**src/design/erbl_pkg.sv**
```systemverilog
// Shared types and constants of the error report backoff limiter.
package erbl_pkg;

  localparam int SLOTS   = 5;
  localparam int SLOT_AW = (SLOTS > 1) ? $clog2(SLOTS) : 1;
  localparam int CODE_W  = 16;
  localparam int TIME_W  = 32;
  localparam int CNT_W   = 32;
  localparam int CFG_IW  = 2;

  localparam logic [SLOT_AW-1:0] LAST_SLOT = SLOT_AW'(SLOTS - 1);

  localparam logic [TIME_W-1:0] CLEAR_INTERVAL_MS  = 32'd1000;
  localparam logic [TIME_W-1:0] RESET_INITIAL_MS   = 32'd1000;
  localparam logic [TIME_W-1:0] RESET_MAX_MS       = 32'd60000;
  localparam logic [TIME_W-1:0] RESET_THRESHOLD_MS = 32'd60000;
  localparam logic [CNT_W-1:0]  CNT_MAX            = '1;

  localparam logic [CFG_IW-1:0] CFG_INITIAL   = 2'd0;
  localparam logic [CFG_IW-1:0] CFG_MAX       = 2'd1;
  localparam logic [CFG_IW-1:0] CFG_THRESHOLD = 2'd2;

  localparam logic CMD_REPORT = 1'b0;
  localparam logic CMD_CLEAR  = 1'b1;

  typedef struct packed {
    logic [CODE_W-1:0] code;
    logic [TIME_W-1:0] last_time;
    logic [TIME_W-1:0] interval;
    logic [CNT_W-1:0]  count;
  } slot_t;

  localparam int SLOT_W = $bits(slot_t);

  typedef struct packed {
    logic [TIME_W-1:0] initial_ms;
    logic [TIME_W-1:0] max_ms;
    logic [TIME_W-1:0] threshold_ms;
  } cfg_t;

  typedef struct packed {
    logic              emitted;
    logic              repeated;
    logic [CNT_W-1:0]  occurrence;
    logic [TIME_W-1:0] interval_shown_ms;
    logic              persist;
    logic              untracked;
  } res_t;

endpackage

```
**src/design/error_report_backoff_limiter_top.sv**
```systemverilog
// Top level of the error report backoff limiter.
//
// Input channel (in_*): one beat carries a command (report or clear), an
// error code and the current millisecond time. A beat is taken at a rising
// edge with in_valid high and in_stall low. Output channel (out_*): one
// result beat per input beat, in order, held steady while out_stall is high.
// Configuration (cfg_*): write enable, register index and 32-bit data;
// index 0 initial interval, 1 maximum interval, 2 persistence threshold;
// other indexes are dropped. Write only while the block is idle.
// The slot table lives in one RAM with a registered read. An item scans
// the slots in order, one read per cycle with the check of the previous
// read overlapped; a report hit then passes a calculate state for the
// elapsed-time and doubling arithmetic, and every item a write-back state.
// One item is in work at a time; the next is taken once the engine is
// back in idle. A result waiting in the output register does not hold off
// the next item, which then waits in the engine with in_stall high.
// Synchronous reset frees all slots through per-slot valid bits and
// restores the register defaults.
module error_report_backoff_limiter_top (
  input  logic                             clk,
  input  logic                             rst_n,
  input  logic                             in_valid,
  output logic                             in_stall,
  input  logic                             in_cmd,
  input  logic [erbl_pkg::CODE_W-1:0]      in_error_code,
  input  logic [erbl_pkg::TIME_W-1:0]      in_now_ms,
  output logic                             out_valid,
  input  logic                             out_stall,
  output logic                             out_emitted,
  output logic                             out_repeated,
  output logic [erbl_pkg::CNT_W-1:0]       out_occurrence,
  output logic [erbl_pkg::TIME_W-1:0]      out_interval_shown_ms,
  output logic                             out_persist,
  output logic                             out_untracked,
  input  logic                             cfg_we,
  input  logic [erbl_pkg::CFG_IW-1:0]      cfg_index,
  input  logic [erbl_pkg::TIME_W-1:0]      cfg_wdata
);
  import erbl_pkg::*;

  cfg_t               cfg_r;
  logic               busy;
  logic               rd_en;
  logic [SLOT_AW-1:0] rd_addr;
  slot_t              rd_data;
  logic               wr_en;
  logic [SLOT_AW-1:0] wr_addr;
  slot_t              wr_data;
  logic               res_vld;
  res_t               res;
  logic               res_take;
  logic               out_valid_r;
  res_t               out_r;
  logic [SLOT_W-1:0]  rd_raw;

  // Configuration registers: take a write whenever the enable is high.
  always_ff @(posedge clk) begin
    if (!rst_n) begin
      cfg_r.initial_ms   <= RESET_INITIAL_MS;
      cfg_r.max_ms       <= RESET_MAX_MS;
      cfg_r.threshold_ms <= RESET_THRESHOLD_MS;
    end else if (cfg_we) begin
      unique case (cfg_index)
        CFG_INITIAL:   cfg_r.initial_ms   <= cfg_wdata;
        CFG_MAX:       cfg_r.max_ms       <= cfg_wdata;
        CFG_THRESHOLD: cfg_r.threshold_ms <= cfg_wdata;
        default: ;
      endcase
    end
  end

  assign in_stall = busy;

  erbl_ram #(
    .WIDTH (SLOT_W),
    .DEPTH (SLOTS)
  ) u_slot_ram (
    .clk     (clk),
    .wr_en   (wr_en),
    .wr_addr (wr_addr),
    .wr_data (wr_data),
    .rd_en   (rd_en),
    .rd_addr (rd_addr),
    .rd_data (rd_raw)
  );

  assign rd_data = slot_t'(rd_raw);

  erbl_engine u_engine (
    .clk      (clk),
    .rst_n    (rst_n),
    .start    (in_valid && !in_stall),
    .cmd      (in_cmd),
    .code     (in_error_code),
    .now_ms   (in_now_ms),
    .cfg      (cfg_r),
    .busy     (busy),
    .rd_en    (rd_en),
    .rd_addr  (rd_addr),
    .rd_data  (rd_data),
    .wr_en    (wr_en),
    .wr_addr  (wr_addr),
    .wr_data  (wr_data),
    .res_vld  (res_vld),
    .res      (res),
    .res_take (res_take)
  );

  // Load the output register when it is empty or its beat leaves this cycle.
  assign res_take = res_vld && (!out_valid_r || !out_stall);

  always_ff @(posedge clk) begin
    if (!rst_n) begin
      out_valid_r <= 1'b0;
    end else if (res_take) begin
      out_valid_r <= 1'b1;
    end else if (!out_stall) begin
      out_valid_r <= 1'b0;
    end
  end

  always_ff @(posedge clk) begin
    if (res_take) begin
      out_r <= res;
    end
  end

  assign out_valid             = out_valid_r;
  assign out_emitted           = out_r.emitted;
  assign out_repeated          = out_r.repeated;
  assign out_occurrence        = out_r.occurrence;
  assign out_interval_shown_ms = out_r.interval_shown_ms;
  assign out_persist           = out_r.persist;
  assign out_untracked         = out_r.untracked;

endmodule

```
**src/design/erbl_ram.sv**
```systemverilog
// Generic single-port-write, single-port-read RAM with registered read data.
module erbl_ram #(
  parameter int WIDTH = 8,
  parameter int DEPTH = 4,
  parameter int AW    = (DEPTH > 1) ? $clog2(DEPTH) : 1
) (
  input  logic             clk,
  input  logic             wr_en,
  input  logic [AW-1:0]    wr_addr,
  input  logic [WIDTH-1:0] wr_data,
  input  logic             rd_en,
  input  logic [AW-1:0]    rd_addr,
  output logic [WIDTH-1:0] rd_data
);

  logic [WIDTH-1:0] mem [DEPTH];
  logic [WIDTH-1:0] rd_data_r;

  always_ff @(posedge clk) begin
    if (wr_en) begin
      mem[wr_addr] <= wr_data;
    end
    if (rd_en) begin
      rd_data_r <= mem[rd_addr];
    end
  end

  assign rd_data = rd_data_r;

endmodule

```
**src/design/erbl_engine.sv**
```systemverilog
// Slot scan and read-modify-write sequencer of the backoff limiter.
module erbl_engine (
  input  logic                           clk,
  input  logic                           rst_n,
  input  logic                           start,
  input  logic                           cmd,
  input  logic [erbl_pkg::CODE_W-1:0]    code,
  input  logic [erbl_pkg::TIME_W-1:0]    now_ms,
  input  erbl_pkg::cfg_t                 cfg,
  output logic                           busy,
  output logic                           rd_en,
  output logic [erbl_pkg::SLOT_AW-1:0]   rd_addr,
  input  erbl_pkg::slot_t                rd_data,
  output logic                           wr_en,
  output logic [erbl_pkg::SLOT_AW-1:0]   wr_addr,
  output erbl_pkg::slot_t                wr_data,
  output logic                           res_vld,
  output erbl_pkg::res_t                 res,
  input  logic                           res_take
);
  import erbl_pkg::*;

  typedef enum logic [4:0] {
    ST_IDLE  = 5'b00001,
    ST_SCAN  = 5'b00010,
    ST_CALC  = 5'b00100,
    ST_WRITE = 5'b01000,
    ST_DONE  = 5'b10000
  } state_t;

  state_t             state_r, state_nxt;
  logic [SLOT_AW-1:0] scan_idx_r, scan_idx_nxt;
  logic [SLOT_AW-1:0] chk_idx_r, chk_idx_nxt;
  logic               rd_vld_r, rd_vld_nxt;
  logic [SLOTS-1:0]   valid_r;

  logic               clr_r;
  logic [CODE_W-1:0]  code_r;
  logic [TIME_W-1:0]  now_r;
  logic               hit_r;
  slot_t              ent_r;
  logic [SLOT_AW-1:0] wr_addr_r;
  logic               emit_r;
  logic [TIME_W-1:0]  next_int_r;
  logic [CNT_W-1:0]   cnt_r;
  res_t               res_r;
  res_t               res_nxt;

  slot_t              slot_rd;
  logic               match;
  slot_t              claimed;
  logic [TIME_W-1:0]  elapsed;
  logic [TIME_W:0]    doubled;
  logic [TIME_W-1:0]  next_int;
  logic               persist;
  slot_t              updated;

  // Entries never written read as the all-zero reset slot.
  assign slot_rd = valid_r[chk_idx_r] ? rd_data : '0;
  assign match   = (slot_rd.code == code_r) ||
                   ((clr_r == CMD_REPORT) && (slot_rd.code == '0));

  always_comb begin
    claimed = slot_rd;
    if (slot_rd.code == '0) begin
      claimed.code      = code_r;
      claimed.last_time = '0;
      claimed.interval  = cfg.initial_ms;
      claimed.count     = '0;
    end
  end

  assign elapsed  = now_r - ent_r.last_time;
  assign doubled  = {ent_r.interval, 1'b0};
  assign next_int = (doubled < {1'b0, cfg.max_ms}) ? doubled[TIME_W-1:0] : cfg.max_ms;
  assign persist  = (cnt_r == CNT_W'(1)) || (next_int_r >= cfg.threshold_ms);

  always_comb begin
    updated           = ent_r;
    updated.last_time = now_r;
    updated.interval  = next_int_r;
    updated.count     = cnt_r;
  end

  always_comb begin
    state_nxt    = state_r;
    scan_idx_nxt = scan_idx_r;
    chk_idx_nxt  = chk_idx_r;
    rd_vld_nxt   = rd_vld_r;
    rd_en        = 1'b0;
    unique case (state_r)
      ST_IDLE: begin
        scan_idx_nxt = '0;
        rd_vld_nxt   = 1'b0;
        if (start) begin
          state_nxt = ST_SCAN;
        end
      end
      ST_SCAN: begin
        // Issue the next read while checking the data of the previous one.
        rd_en       = 1'b1;
        rd_vld_nxt  = 1'b1;
        chk_idx_nxt = scan_idx_r;
        if (scan_idx_r != LAST_SLOT) begin
          scan_idx_nxt = scan_idx_r + 1'b1;
        end
        if (rd_vld_r && match) begin
          state_nxt = (clr_r == CMD_CLEAR) ? ST_WRITE : ST_CALC;
        end else if (rd_vld_r && (chk_idx_r == LAST_SLOT)) begin
          state_nxt = ST_WRITE;
        end
      end
      ST_CALC:  state_nxt = ST_WRITE;
      ST_WRITE: state_nxt = ST_DONE;
      ST_DONE: begin
        if (res_take) begin
          state_nxt = ST_IDLE;
        end
      end
      default:  state_nxt = ST_IDLE;
    endcase
  end

  always_ff @(posedge clk) begin
    if (!rst_n) begin
      state_r    <= ST_IDLE;
      scan_idx_r <= '0;
      chk_idx_r  <= '0;
      rd_vld_r   <= 1'b0;
      valid_r    <= '0;
      hit_r      <= 1'b0;
    end else begin
      state_r    <= state_nxt;
      scan_idx_r <= scan_idx_nxt;
      chk_idx_r  <= chk_idx_nxt;
      rd_vld_r   <= rd_vld_nxt;
      if (wr_en) begin
        valid_r[wr_addr_r] <= 1'b1;
      end
      if (state_r == ST_IDLE) begin
        hit_r <= 1'b0;
      end else if ((state_r == ST_SCAN) && rd_vld_r && match) begin
        hit_r <= 1'b1;
      end
    end
  end

  // Result: zero for a clear, pass-through for a full table, a hit's verdict.
  always_comb begin
    res_nxt = '0;
    if (clr_r == CMD_REPORT) begin
      if (!hit_r) begin
        res_nxt.emitted   = 1'b1;
        res_nxt.persist   = 1'b1;
        res_nxt.untracked = 1'b1;
      end else if (emit_r) begin
        res_nxt.emitted           = 1'b1;
        res_nxt.repeated          = (cnt_r > CNT_W'(1));
        res_nxt.occurrence        = cnt_r;
        res_nxt.interval_shown_ms = ent_r.interval;
        res_nxt.persist           = persist;
      end else begin
        res_nxt.occurrence        = ent_r.count;
        res_nxt.interval_shown_ms = ent_r.interval;
      end
    end
  end

  always_ff @(posedge clk) begin
    if ((state_r == ST_IDLE) && start) begin
      clr_r  <= cmd;
      code_r <= code;
      now_r  <= now_ms;
    end
    if ((state_r == ST_SCAN) && rd_vld_r && match) begin
      ent_r     <= claimed;
      wr_addr_r <= chk_idx_r;
    end
    if (state_r == ST_CALC) begin
      emit_r     <= (elapsed >= ent_r.interval);
      next_int_r <= next_int;
      cnt_r      <= (ent_r.count == CNT_MAX) ? ent_r.count : ent_r.count + 1'b1;
    end
    if (state_r == ST_WRITE) begin
      res_r <= res_nxt;
    end
  end

  always_comb begin
    wr_en   = (state_r == ST_WRITE) && hit_r;
    wr_data = ent_r;
    if (clr_r == CMD_CLEAR) begin
      wr_data.code      = '0;
      wr_data.last_time = '0;
      wr_data.interval  = CLEAR_INTERVAL_MS;
      wr_data.count     = '0;
    end else if (emit_r) begin
      wr_data = updated;
    end
  end

  assign wr_addr = wr_addr_r;
  assign rd_addr = scan_idx_r;
  assign busy    = (state_r != ST_IDLE);
  assign res_vld = (state_r == ST_DONE);
  assign res     = res_r;

endmodule

```
**config.mk**
```make
export PLATFORM = sky130hd
export DESIGN_NAME = error_report_backoff_limiter_top
export DESIGN_NICKNAME = d
export VERILOG_FILES = /design/src/design/erbl_pkg.sv /design/src/design/error_report_backoff_limiter_top.sv /design/src/design/erbl_ram.sv /design/src/design/erbl_engine.sv
export SDC_FILE = /design/constraint.sdc
export NUM_CORES = 1
export LEC_CHECK = 0
export BUFFER_PORTS_ARGS = -buffer_cell sky130_fd_sc_hd__buf_4
export CORE_ASPECT_RATIO = 0.7
export CORE_MARGIN = 2
export CORE_UTILIZATION = 65
export CTS_CLUSTER_DIAMETER = 30
export CTS_CLUSTER_SIZE = 14
export DETAILED_ROUTE_END_ITERATION = 10
export GPL_ROUTABILITY_DRIVEN = 0
export PLACE_DENSITY = 0.91
export SLEW_MARGIN = 5
export SYNTH_ARGS = -nofsm -noshare
export SYNTH_HDL_FRONTEND = slang
export SYNTH_SLANG_ARGS = --single-unit
export TNS_END_PERCENT = 5
```
**constraint.sdc**
```tcl
create_clock -name clk -period 40.2 [get_ports clk]
set_input_delay 6.03 -clock clk [delete_from_list [all_inputs] [get_ports clk]]
set_output_delay 6.03 -clock clk [all_outputs]
set_load 0.02 [all_outputs]
```
## Yosys cells after proc, flatten, opt, wreduce, memory -nomap -nowiden

Memories as Yosys holds them, arrays and structs flattened. A register that Yosys moved wholly into a read port is not among the register bits.
Cells that the tools add are included.

- Flip-flop bits (word level): 480
- Memory bits (writable): 560
- Bits of input ports: 88
- Output and inout bits: 70
- Word-level logic and storage cells: 127
- Memories kept: 1

Memories:

| memory | depth | bits a word | rd ports | clocked after memory_dff | wr ports | line | text |
|---|---|---|---|---|---|---|---|
| u_slot_ram.mem | 5 | 112 | 1 | 1 | 1 | erbl_ram.sv:16 | `logic [WIDTH-1:0] mem [DEPTH];` |

- Add/sub/neg operators: 3
- Magnitude comparators: 7
- Eq/ne operators: 18
- Muxes and demuxes: 30
- Bitwise logic cells: 6
- Reduce and logical (&&, ||, !) cells: 28

Operator list:

| cell | count |
|---|---|
| $mux W112 | 3 |
| $mux W96 | 1 |
| $ge A32 B32 Y1 | 2 |
| $mux W32 | 2 |
| $mux W64 | 1 |
| $lt A33 B32 Y1 | 1 |
| $add A32 B1 Y32 const B | 1 |
| $eq A32 B1 Y1 const B | 1 |
| $eq A32 B32 Y1 const B | 1 |
| $gt A32 B1 Y1 const B | 1 |
| $sub A32 B32 Y32 | 1 |
| $pmux W5 S5 | 1 |
| $mux W5 | 4 |
| $eq A16 B16 Y1 | 1 |
| $logic_not A16 Y1 | 1 |
| $mux W1 | 11 |
| $logic_and A1 B1 Y1 | 10 |
| $lt A3 B4 Y1 const B | 2 |
| $ne A2 B1 Y1 const B | 4 |
| $reduce_and A2 Y1 | 4 |
| $pmux W3 S2 | 1 |
| $reduce_or A2 Y1 | 3 |
| $eq A5 B1 Y1 const B | 1 |
| $eq A5 B2 Y1 const B | 1 |
| other kinds (25) | 33 |

## Longest topological paths before layout

Gate-level depths: netlist of the first run.

- Depth in word-level cells: 9
- Mapped depth: 22

## Cells and area by module

Synthesis of the first run repeated with hierarchy kept, for this count alone.

- Cells, all modules: 3415
- Area, all modules: 49483.7 sq um

By module, submodules not included:

| module | times used | cells each | area each (sq um) | seq. area each (sq um) |
|---|---|---|---|---|
| erbl_ram | 1 | 1314 | 25674.6 | 20179.4 |
| erbl_engine | 1 | 1671 | 18047.3 | 9278.9 |
| error_report_backoff_limiter_top | 1 | 430 | 5761.8 | 3983.8 |

## Least setup slack after synthesis of the first run

OpenSTA, ideal clock, no wires.

- Path type: reg2reg
- Start point: register u_engine.state_r[4]
- End point: memory u_slot_ram.mem[4][0] (netlist name), enable pin
- Library setup time: 0.746 ns
- Data arrival time: 14.887 ns
- Required time: 39.454 ns
- Path slack: 24.568 ns
- Cell stages (with the launch flop): 5
- Buffers on the path: 0
- Period minus slack after synthesis: 15.632 ns
- Cells stage by stage: dfxtp_1 > or3_1 > nor3b_1 > nand3b_1 > nor3b_1

- Longest elaborated chain between the ends: 4

Ends and longest elaborated chain:

| what | line | text |
|---|---|---|
| start: declaration | erbl_engine.sv:31 | `state_t state_r, state_nxt;` |
| start signal: assignment | erbl_engine.sv:133 | `state_r <= state_nxt;` |
| $eq A5 B4 Y1 | erbl_engine.sv:190 | `wr_en = (state_r == ST_WRITE) && hit_r;` |
| $logic_and A1 B1 Y1 | erbl_engine.sv:190 |  |
| $mux W1 | erbl_ram.sv:20 | `if (wr_en) begin` |
| $mux W1 (not written as such) | erbl_ram.sv:21 | `mem[wr_addr] <= wr_data;` |
| end: declaration | erbl_ram.sv:16 |  |

No other way between the ends.

## Worst setup path in the final report of the first run

- Start point: register u_engine.state_r[2]
- End point: output in_stall

- Longest elaborated chain between the ends: 1

Ends and longest elaborated chain:

| what | line | text |
|---|---|---|
| $ne A5 B1 Y1 | erbl_engine.sv:204 | `assign busy = (state_r != ST_IDLE);` |
| end: declaration | error_report_backoff_limiter_top.sv:23 | `output logic in_stall,` |

No other way between the ends.

==> reports/summary.md, run 1 <==
## Power and ir drop
* 19.5 nW — leakage power
* 0.0613 mV — largest vdd supply drop
* 2.77 mW — Pwr Total
* 50.6 mW/mm^2 — Pwr per Cell Area

## Global route
* 29800 — via count of the first global-routing pass
* 32.1% — global-route usage over all layers
* 111 — largest net degree at the start of global routing
* 3 — antenna violations before repair
* 0 — total grt overflow
* 179 mm — global-route wire length before repair

## Yosys
* 67 — unique cell type count in the Yosys netlist
* 65.3% — Synth top area share
* 0 — Synth warnings
* 70.1% — sequential cell area fraction in the yosys report
* 1152 — post-synthesis register bit count
* sky130_fd_sc_hd__edfxtp_1 (1037), sky130_fd_sc_hd__nand2_1 (317), sky130_fd_sc_hd__nor2_1 (151), sky130_fd_sc_hd__inv_1 (141), sky130_fd_sc_hd__and2_1 (135) — list of most frequent post-synthesis cells
* sky130_fd_sc_hd__edfxtp_1 — top flip-flop cell by instance count after synthesis
* 1037 — Post-synth EDFFs
* 3295 — synthesized net count
* 15.5 um^2 — mean area per synthesized cell
* 0% — Post-synth ARST share
* 3077 — synthesized netlist cell count
* sky130_fd_sc_hd__edfxtp_1 — library cell with the largest summed area after synthesis
* sky130_fd_sc_hd__edfxtp_1 (65%), sky130_fd_sc_hd__mux4_2 (5.3%), sky130_fd_sc_hd__dfxtp_1 (4.8%) — synth top area cells
* sky130_fd_sc_hd__edfxtp_1 — count leader, synth
* 0.0477 mm^2 — netlist area before placement

## Clock tree
* yes — CTS tree
* 3 — Longest Clk Path Bufs
* 4 — H-tree depth
* 141 — number of buffers inserted during clock tree synthesis
* 0 — number of setup buffers added after CTS
* 0.05 ns — register clock-pin slew on the reported worst setup and hold paths
* sky130_fd_sc_hd__clkbuf_16 — root buf cell
* 0 — post-cts sizing count
* 1152 — clk sink count
* 0.74 ns — Skew-Pair Late Insertion Delay
* 0 — CTS Hold Buffers Added

## STA
* 7.94 ns — Min Clock Period, post-route
* 0 — max-slew violation count
* 0.126 GHz — f_max
* 12.7% — Slew headroom
* 32.26 ns — post-route setup slack
* 0 — final setup fails
* 1.31 ns — Worst Tran Pin Value
* 0 ns — Total Negative Setup Slacks
* false — RSZ-0062 raised after global routing
* 0 — endpoints failing hold
* 0.0318 ns — Clock Skews
* 19.7% — Period Utilization, post-route

## Cells and area
* 14.7% — layout-stage area growth over the synthesis result
* 3748 — # fillers
* 74.9% — final core occ
* 0.0133 mm^2 — area of combinational cells with multiple inputs
* 4375 — Non-Filler Instances
* 20.1% — fraction of final layout cells with drive strength greater than 1
* 0.0335 mm^2 — combined flip-flop and latch cell area
* 3508 — count of nets after finishing

## Hold path
* flop to flop — worst min-delay path class

## Placement
* 157 — Port Buf Inserts
* 4124 — Placed Cells incl. Taps
* 32.21 ns — Place WS
* 67.3 mm — HPWL reported at the end of detailed placement

## Setup path
* 9 — Max Fanout on Critical Path
* flop to primary output — Critical Setup Path Class
* primary output — critical path endpoint category
* flop — startpoint class of the critical path
* 1.91 ns — data arrival time at the worst-slack endpoint
* 34.17 ns — required time of the worst setup path

## Die
* 0.0756 mm^2 — area of the die
* 231 um — y dimension of the die
* 83 — Core Rows
* 0.0730 mm^2 — placeable core area
* 328 um — die width
* 65.3% — Initial Utilization
* 158 — I/O pin cnt

## Detailed routing
* 27.4 um — average routed wire per standard cell
* 0 — post-route DRC violation count
* 6.62 — ratio of routed vias to standard cells
* 120 mm — Detailed Route WL
* 29000 — detailed-route via count
* 0 — post-route antenna net violation count
* 4171 — violation count after the first detailed-routing iteration
* 7 — number of detailed-routing iterations run before antenna repair

## Outcome
* finished clean — run status

## Run
* 0 — max_cap viols

-- per-stage QoR --
| step | hold WS (ns) | area [um^2] |
|---|---|---|
| 2_1_floorplan | 0.400 | 47700 |
| 3_3_place_gp | 0.403 | 50000 |
| 3_5_place_dp | 0.405 | 50000 |
| 4_1_cts | 0.412 | 54700 |
| 5_1_grt | 0.415 | 54700 |
| 6_report | 0.410 | 54700 |
-- registers in the layout, indices dropped and copies added (netlist names), 5 cells and up --
register / flops
u_slot_ram.mem: 560
u_slot_ram.rd_data: 112
cfg_r: 96
u_engine.ent_r: 80
u_engine.res: 68
out_interval_shown_ms: 32
out_occurrence: 32
u_engine.cnt_r: 32
u_engine.doubled: 32
u_engine.next_int_r: 32
u_engine.now_r: 32
u_engine.code_r: 16
u_engine.state_r: 5
u_engine.valid_r: 5
-- placed cells by master (no fill, tap or decap), types with 11 or more instances in the layout --
cell and count:
sky130_fd_sc_hd__buf_4 192, sky130_fd_sc_hd__inv_6 16, sky130_fd_sc_hd__a21o_1 27, sky130_fd_sc_hd__a21boi_0 81, sky130_fd_sc_hd__a21oi_1 61, sky130_fd_sc_hd__a22o_1 16, sky130_fd_sc_hd__xor2_1 15, sky130_fd_sc_hd__mux4_2 113
sky130_fd_sc_hd__and2_1 135, sky130_fd_sc_hd__inv_1 140, sky130_fd_sc_hd__nor2_1 147, sky130_fd_sc_hd__nor2b_1 32, sky130_fd_sc_hd__nor3_1 11, sky130_fd_sc_hd__o21ai_0 35, sky130_fd_sc_hd__clkinv_2 17, sky130_fd_sc_hd__mux2_2 114
sky130_fd_sc_hd__nand2b_1 17, sky130_fd_sc_hd__nand3_1 53, sky130_fd_sc_hd__clkinv_1 12, sky130_fd_sc_hd__edfxtp_1 1037, sky130_fd_sc_hd__nand4_1 27, sky130_fd_sc_hd__o211ai_1 23, sky130_fd_sc_hd__a211oi_1 13, sky130_fd_sc_hd__nand2_1 317
sky130_fd_sc_hd__clkinvlp_4 16, sky130_fd_sc_hd__ha_1 129, sky130_fd_sc_hd__o21a_1 14, sky130_fd_sc_hd__clkbuf_16 148, sky130_fd_sc_hd__bufinv_16 12, sky130_fd_sc_hd__dfxtp_1 111, sky130_fd_sc_hd__xnor2_1 49, sky130_fd_sc_hd__clkbuf_1 13
sky130_fd_sc_hd__mux2i_1 120
-- cell families after synthesis --
group                    Yosys count  synth area share, %
adder cells (fa/ha/maj)          130                 3.43
AO/OA/AOI/OAI                    312                 4.54
buffers and inverters            264                 2.09
AND/OR/NAND/NOR                  808                 8.10
XOR/XNOR                          64                 1.18
multiplexers                     347                 10.5
flip-flops                      1152                 70.1
-- final timing paths --
| kind | cells after the start | to | startpoint | slack (ns) |
|---|---|---|---|---|
| max | 3 | in_stall | u_engine.state_r[2] | 32.26 |
| min | 0 | out_interval_shown_ms[21] | u_engine.res[23] | 0.41 |
| max reg2reg | 22 | u_engine.emit_r | u_engine.now_r[0] | 34.58 |
| min reg2reg | 0 | out_interval_shown_ms[21] | u_engine.res[23] | 0.41 |
-- cell type report --
class	count	share of cell area [%]
Clock buffer	163	6.91
Antenna cell	1	0.00457
Clock inverter	87	1.65
Multi-Input combinational cell	1661	24.4
Timing Repair Buffer	193	2.67
Tap cell	977	2.23
Sequential cell	1152	61.2
Inverter	141	0.972
-- where the power goes --
| part | total (mW) | switching, mW | internal, mW |
|---|---|---|---|
| clock | 1.26 | 0.506 | 0.758 |
| combinational | 0.161 | 0.0992 | 0.0621 |
| sequential | 1.34 | 0.0172 | 1.33 |
| total | 2.77 | 0.623 | 2.15 |
-- critical path: stages, from the launching register on --
cell and delay [ns]:
sky130_fd_sc_hd__dfxtp_1 0.33, sky130_fd_sc_hd__nor3_1 0.25, sky130_fd_sc_hd__nand3b_1 0.33, sky130_fd_sc_hd__buf_4 0.28
-- per-layer routing --
layer | wire length, um | vias up | track usage [%]
li1 | - | 12000 | -
met1 | 43400 | 14300 | 42.4
met2 | 56600 | 2299 | 50.7
met3 | 15200 | 410 | 8.83
met4 | 4830 | 2 | 13.8
met5 | 13 | - | 0
Note: power is estimated with default switching activity, not from simulation.
==> inputs of run 2 (changes only) <==
--- a/config.mk
+++ b/config.mk
@@ -8,12 +8,12 @@
 export BUFFER_PORTS_ARGS = -buffer_cell sky130_fd_sc_hd__buf_4
 export CORE_ASPECT_RATIO = 0.7
 export CORE_MARGIN = 2
-export CORE_UTILIZATION = 65
+export CORE_UTILIZATION = 56
 export CTS_CLUSTER_DIAMETER = 30
 export CTS_CLUSTER_SIZE = 14
 export DETAILED_ROUTE_END_ITERATION = 10
 export GPL_ROUTABILITY_DRIVEN = 0
-export PLACE_DENSITY = 0.91
+export PLACE_DENSITY = 0.84
 export SLEW_MARGIN = 5
 export SYNTH_ARGS = -nofsm -noshare
 export SYNTH_HDL_FRONTEND = slang
==> constraint.sdc (replaced) <==
create_clock -name clk -period 6.55 [get_ports clk]
set_input_delay 0.9825 -clock clk [delete_from_list [all_inputs] [get_ports clk]]
set_output_delay 0.9825 -clock clk [all_outputs]
set_load 0.02 [all_outputs]
==> run 2 against run 1 <==
Final cell count up 4.3%. Register-to-register slack worse by 33 ns. First-iteration DRC count decreased by 23%. Wire length fell by 7.1%. Combinational power grew to 6.1 times the previous value. Power rose to 6.4 times the previous value. Global-route usage down 6.4 points. Die area rose by 16%. Highest routed layer is now met4. Clock power grew to 6.8 times the previous value. Worst hold slack got worse by 0.0013 ns. Critical endpoint is now u_engine.emit_r. Largest cell class unchanged. Core utilization is 8.9 points lower.
==> reports/summary.md, run 2 (synthesis results as in run 1) <==
## Global route
* 2 — antenna violations before repair
* 110 — largest net degree at the start of global routing
* 0 — total grt overflow
* 27700 — via count of the first global-routing pass
* 25.7% — global-route usage over all layers
* 168 mm — global-route wire length before repair

## Clock tree
* 4 — H-tree depth
* sky130_fd_sc_hd__clkbuf_16 — root buf cell
* 0.06 ns — register clock-pin slew on the reported worst setup and hold paths
* 0.77 ns — Skew-Pair Late Insertion Delay
* 149 — number of buffers inserted during clock tree synthesis
* 1152 — clk sink count
* 0 — post-cts sizing count
* yes — CTS tree
* 3 — Longest Clk Path Bufs
* 0 — number of setup buffers added after CTS
* 0 — CTS Hold Buffers Added

## STA
* 78.8% — Period Utilization, post-route
* 0.194 GHz — f_max
* 0.0335 ns — Clock Skews
* 5.16 ns — Min Clock Period, post-route
* 21.1% — Slew headroom
* false — RSZ-0062 raised after global routing
* 0 — max-slew violation count
* 0 — endpoints failing hold
* 0 — final setup fails
* 1.18 ns — Worst Tran Pin Value

## Cells and area
* 66.0% — final core occ
* u_slot_ram.mem — most flop-heavy register
* sky130_fd_sc_hd__edfxtp_1 — most common library cell in the layout ignoring fill and taps
* 0 — final antenna diode count
* 21.1% — fraction of final layout cells with drive strength greater than 1
* 16.7% — layout-stage area growth over the synthesis result
* 5516 — # fillers
* sky130_fd_sc_hd__edfxtp_1 (1037), sky130_fd_sc_hd__nand2_1 (317), sky130_fd_sc_hd__buf_4 (190), sky130_fd_sc_hd__clkbuf_16 (151), sky130_fd_sc_hd__nor2_1 (147) — highest-count cells in the layout ignoring fill and taps
* 560 — max reg flops
* 3518 — count of nets after finishing

## Setup path
* 7.05 ns — required time of the worst setup path
* compound AO/OA/AOI/OAI gates — dominant delay contributor by cell family on the critical path
* 0.82 ns — stage delay of the slowest cell on the critical path
* flop to flop — Critical Setup Path Class
* 2 — total buffers and inverters traversed by the critical path
* 5.66 ns — data arrival time at the worst-slack endpoint
* flop — startpoint class of the critical path
* sky130_fd_sc_hd__o41ai_1 — Critical-path top delay cell
* flop — critical path endpoint category
* sky130_fd_sc_hd__o21ai_0 — most frequent CP cell
* inv_1, ha_1, inv_1, fa_1, a21oi_1, nor2_1, o21ai_0, a211oi_1, o41ai_1, o21ai_0, o21a_1, nor2_1, xnor2_1, ha_1, a21oi_1, nor2b_1, o21ai_0, nand2b_1, a21oi_1, o21ai_0, a31o_2, a221o_1 — cell breakdown of the critical path
* 4 — Max Fanout on Critical Path

## Die
* 89 — Core Rows
* 0.0876 mm^2 — area of the die
* 248 um — y dimension of the die
* 158 — I/O pin cnt
* 353 um — die width
* 0.0843 mm^2 — placeable core area
* 56.6% — Initial Utilization

## Detailed routing
* 27700 — detailed-route via count
* 6 — number of detailed-routing iterations run before antenna repair
* 0 — post-route antenna net violation count
* 3210 — violation count after the first detailed-routing iteration
* 24.5 um — average routed wire per standard cell
* 6.06 — ratio of routed vias to standard cells
* 112 mm — Detailed Route WL
* 0 — post-route DRC violation count

## Power and ir drop
* 0.305 mV — largest vdd supply drop
* 319 mW/mm^2 — Pwr per Cell Area
* 19.8 nW — leakage power
* 17.7 mW — Pwr Total

## Run
* 0 — max_cap viols

## Outcome
* finished clean — run status

## Placement
* 64.6 mm — HPWL reported at the end of detailed placement
* 157 — Port Buf Inserts

## Hold path
* input port to flop — worst min-delay path class

==> run 2: cell type report <==
type                            instances  area (um^2)  area share, %
Timing Repair Buffer                  195         1530           2.74
Multi-Input combinational cell       1661        13400           24.0
Clock buffer                          165         3890           6.99
Clock inverter                        112         1430           2.57
Tap cell                             1137         1420           2.56
Inverter                              141          534          0.960
Sequential cell                      1152        33500           60.1
==> run 2: per-layer routing <==
metal | wire length (um) | vias to the layer above | part of all wire [%] | track usage [%]
met5 | 0 | - | 0 | 0
met4 | 2980 | 0 | 2.7 | 8.89
met3 | 11500 | 214 | 10 | 5.73
met2 | 51100 | 1524 | 46 | 40.0
met1 | 45900 | 13900 | 41 | 36.2
li1 | - | 12000 | - | -
==> run 2: worst paths after layout <==
path | from | end | slack [ns] | cells past startpoint
worst max-delay path | u_engine.now_r[0] | u_engine.emit_r | 1.39 | 22
worst min-delay path | in_now_ms[31] | u_engine.now_r[31] | 0.41 | 1
worst min register to register | u_engine.res[39] | out_occurrence[5] | 0.41 | 0
worst max register to register | u_engine.now_r[0] | u_engine.emit_r | 1.39 | 22
==> run 2: through the flow <==
stage / instance area (um^2) / hold WS (ns) / instances / setup slack [ns] / setup TNS (ns)
2_1_floorplan: 47800 / 0.400 / 3077 / -0.0108 / -1.21
3_3_place_gp: 50300 / 0.401 / 4286 / 1.73 / 0
3_5_place_dp: 50300 / 0.405 / 4286 / 1.55 / 0
4_1_cts: 55600 / 0.363 / 4563 / 1.42 / 0
5_1_grt: 55600 / 0.384 / 4563 / 0.897 / 0
6_report: 55600 / 0.408 / 4563 / 1.39 / 0
==> run 2: report_power, final <==
part	total (mW)	internal (mW)	switching (mW)
logic	0.990	0.382	0.609
clock network	8.53	5.16	3.37
registers	8.22	8.14	0.0848
total	17.7	13.7	4.06
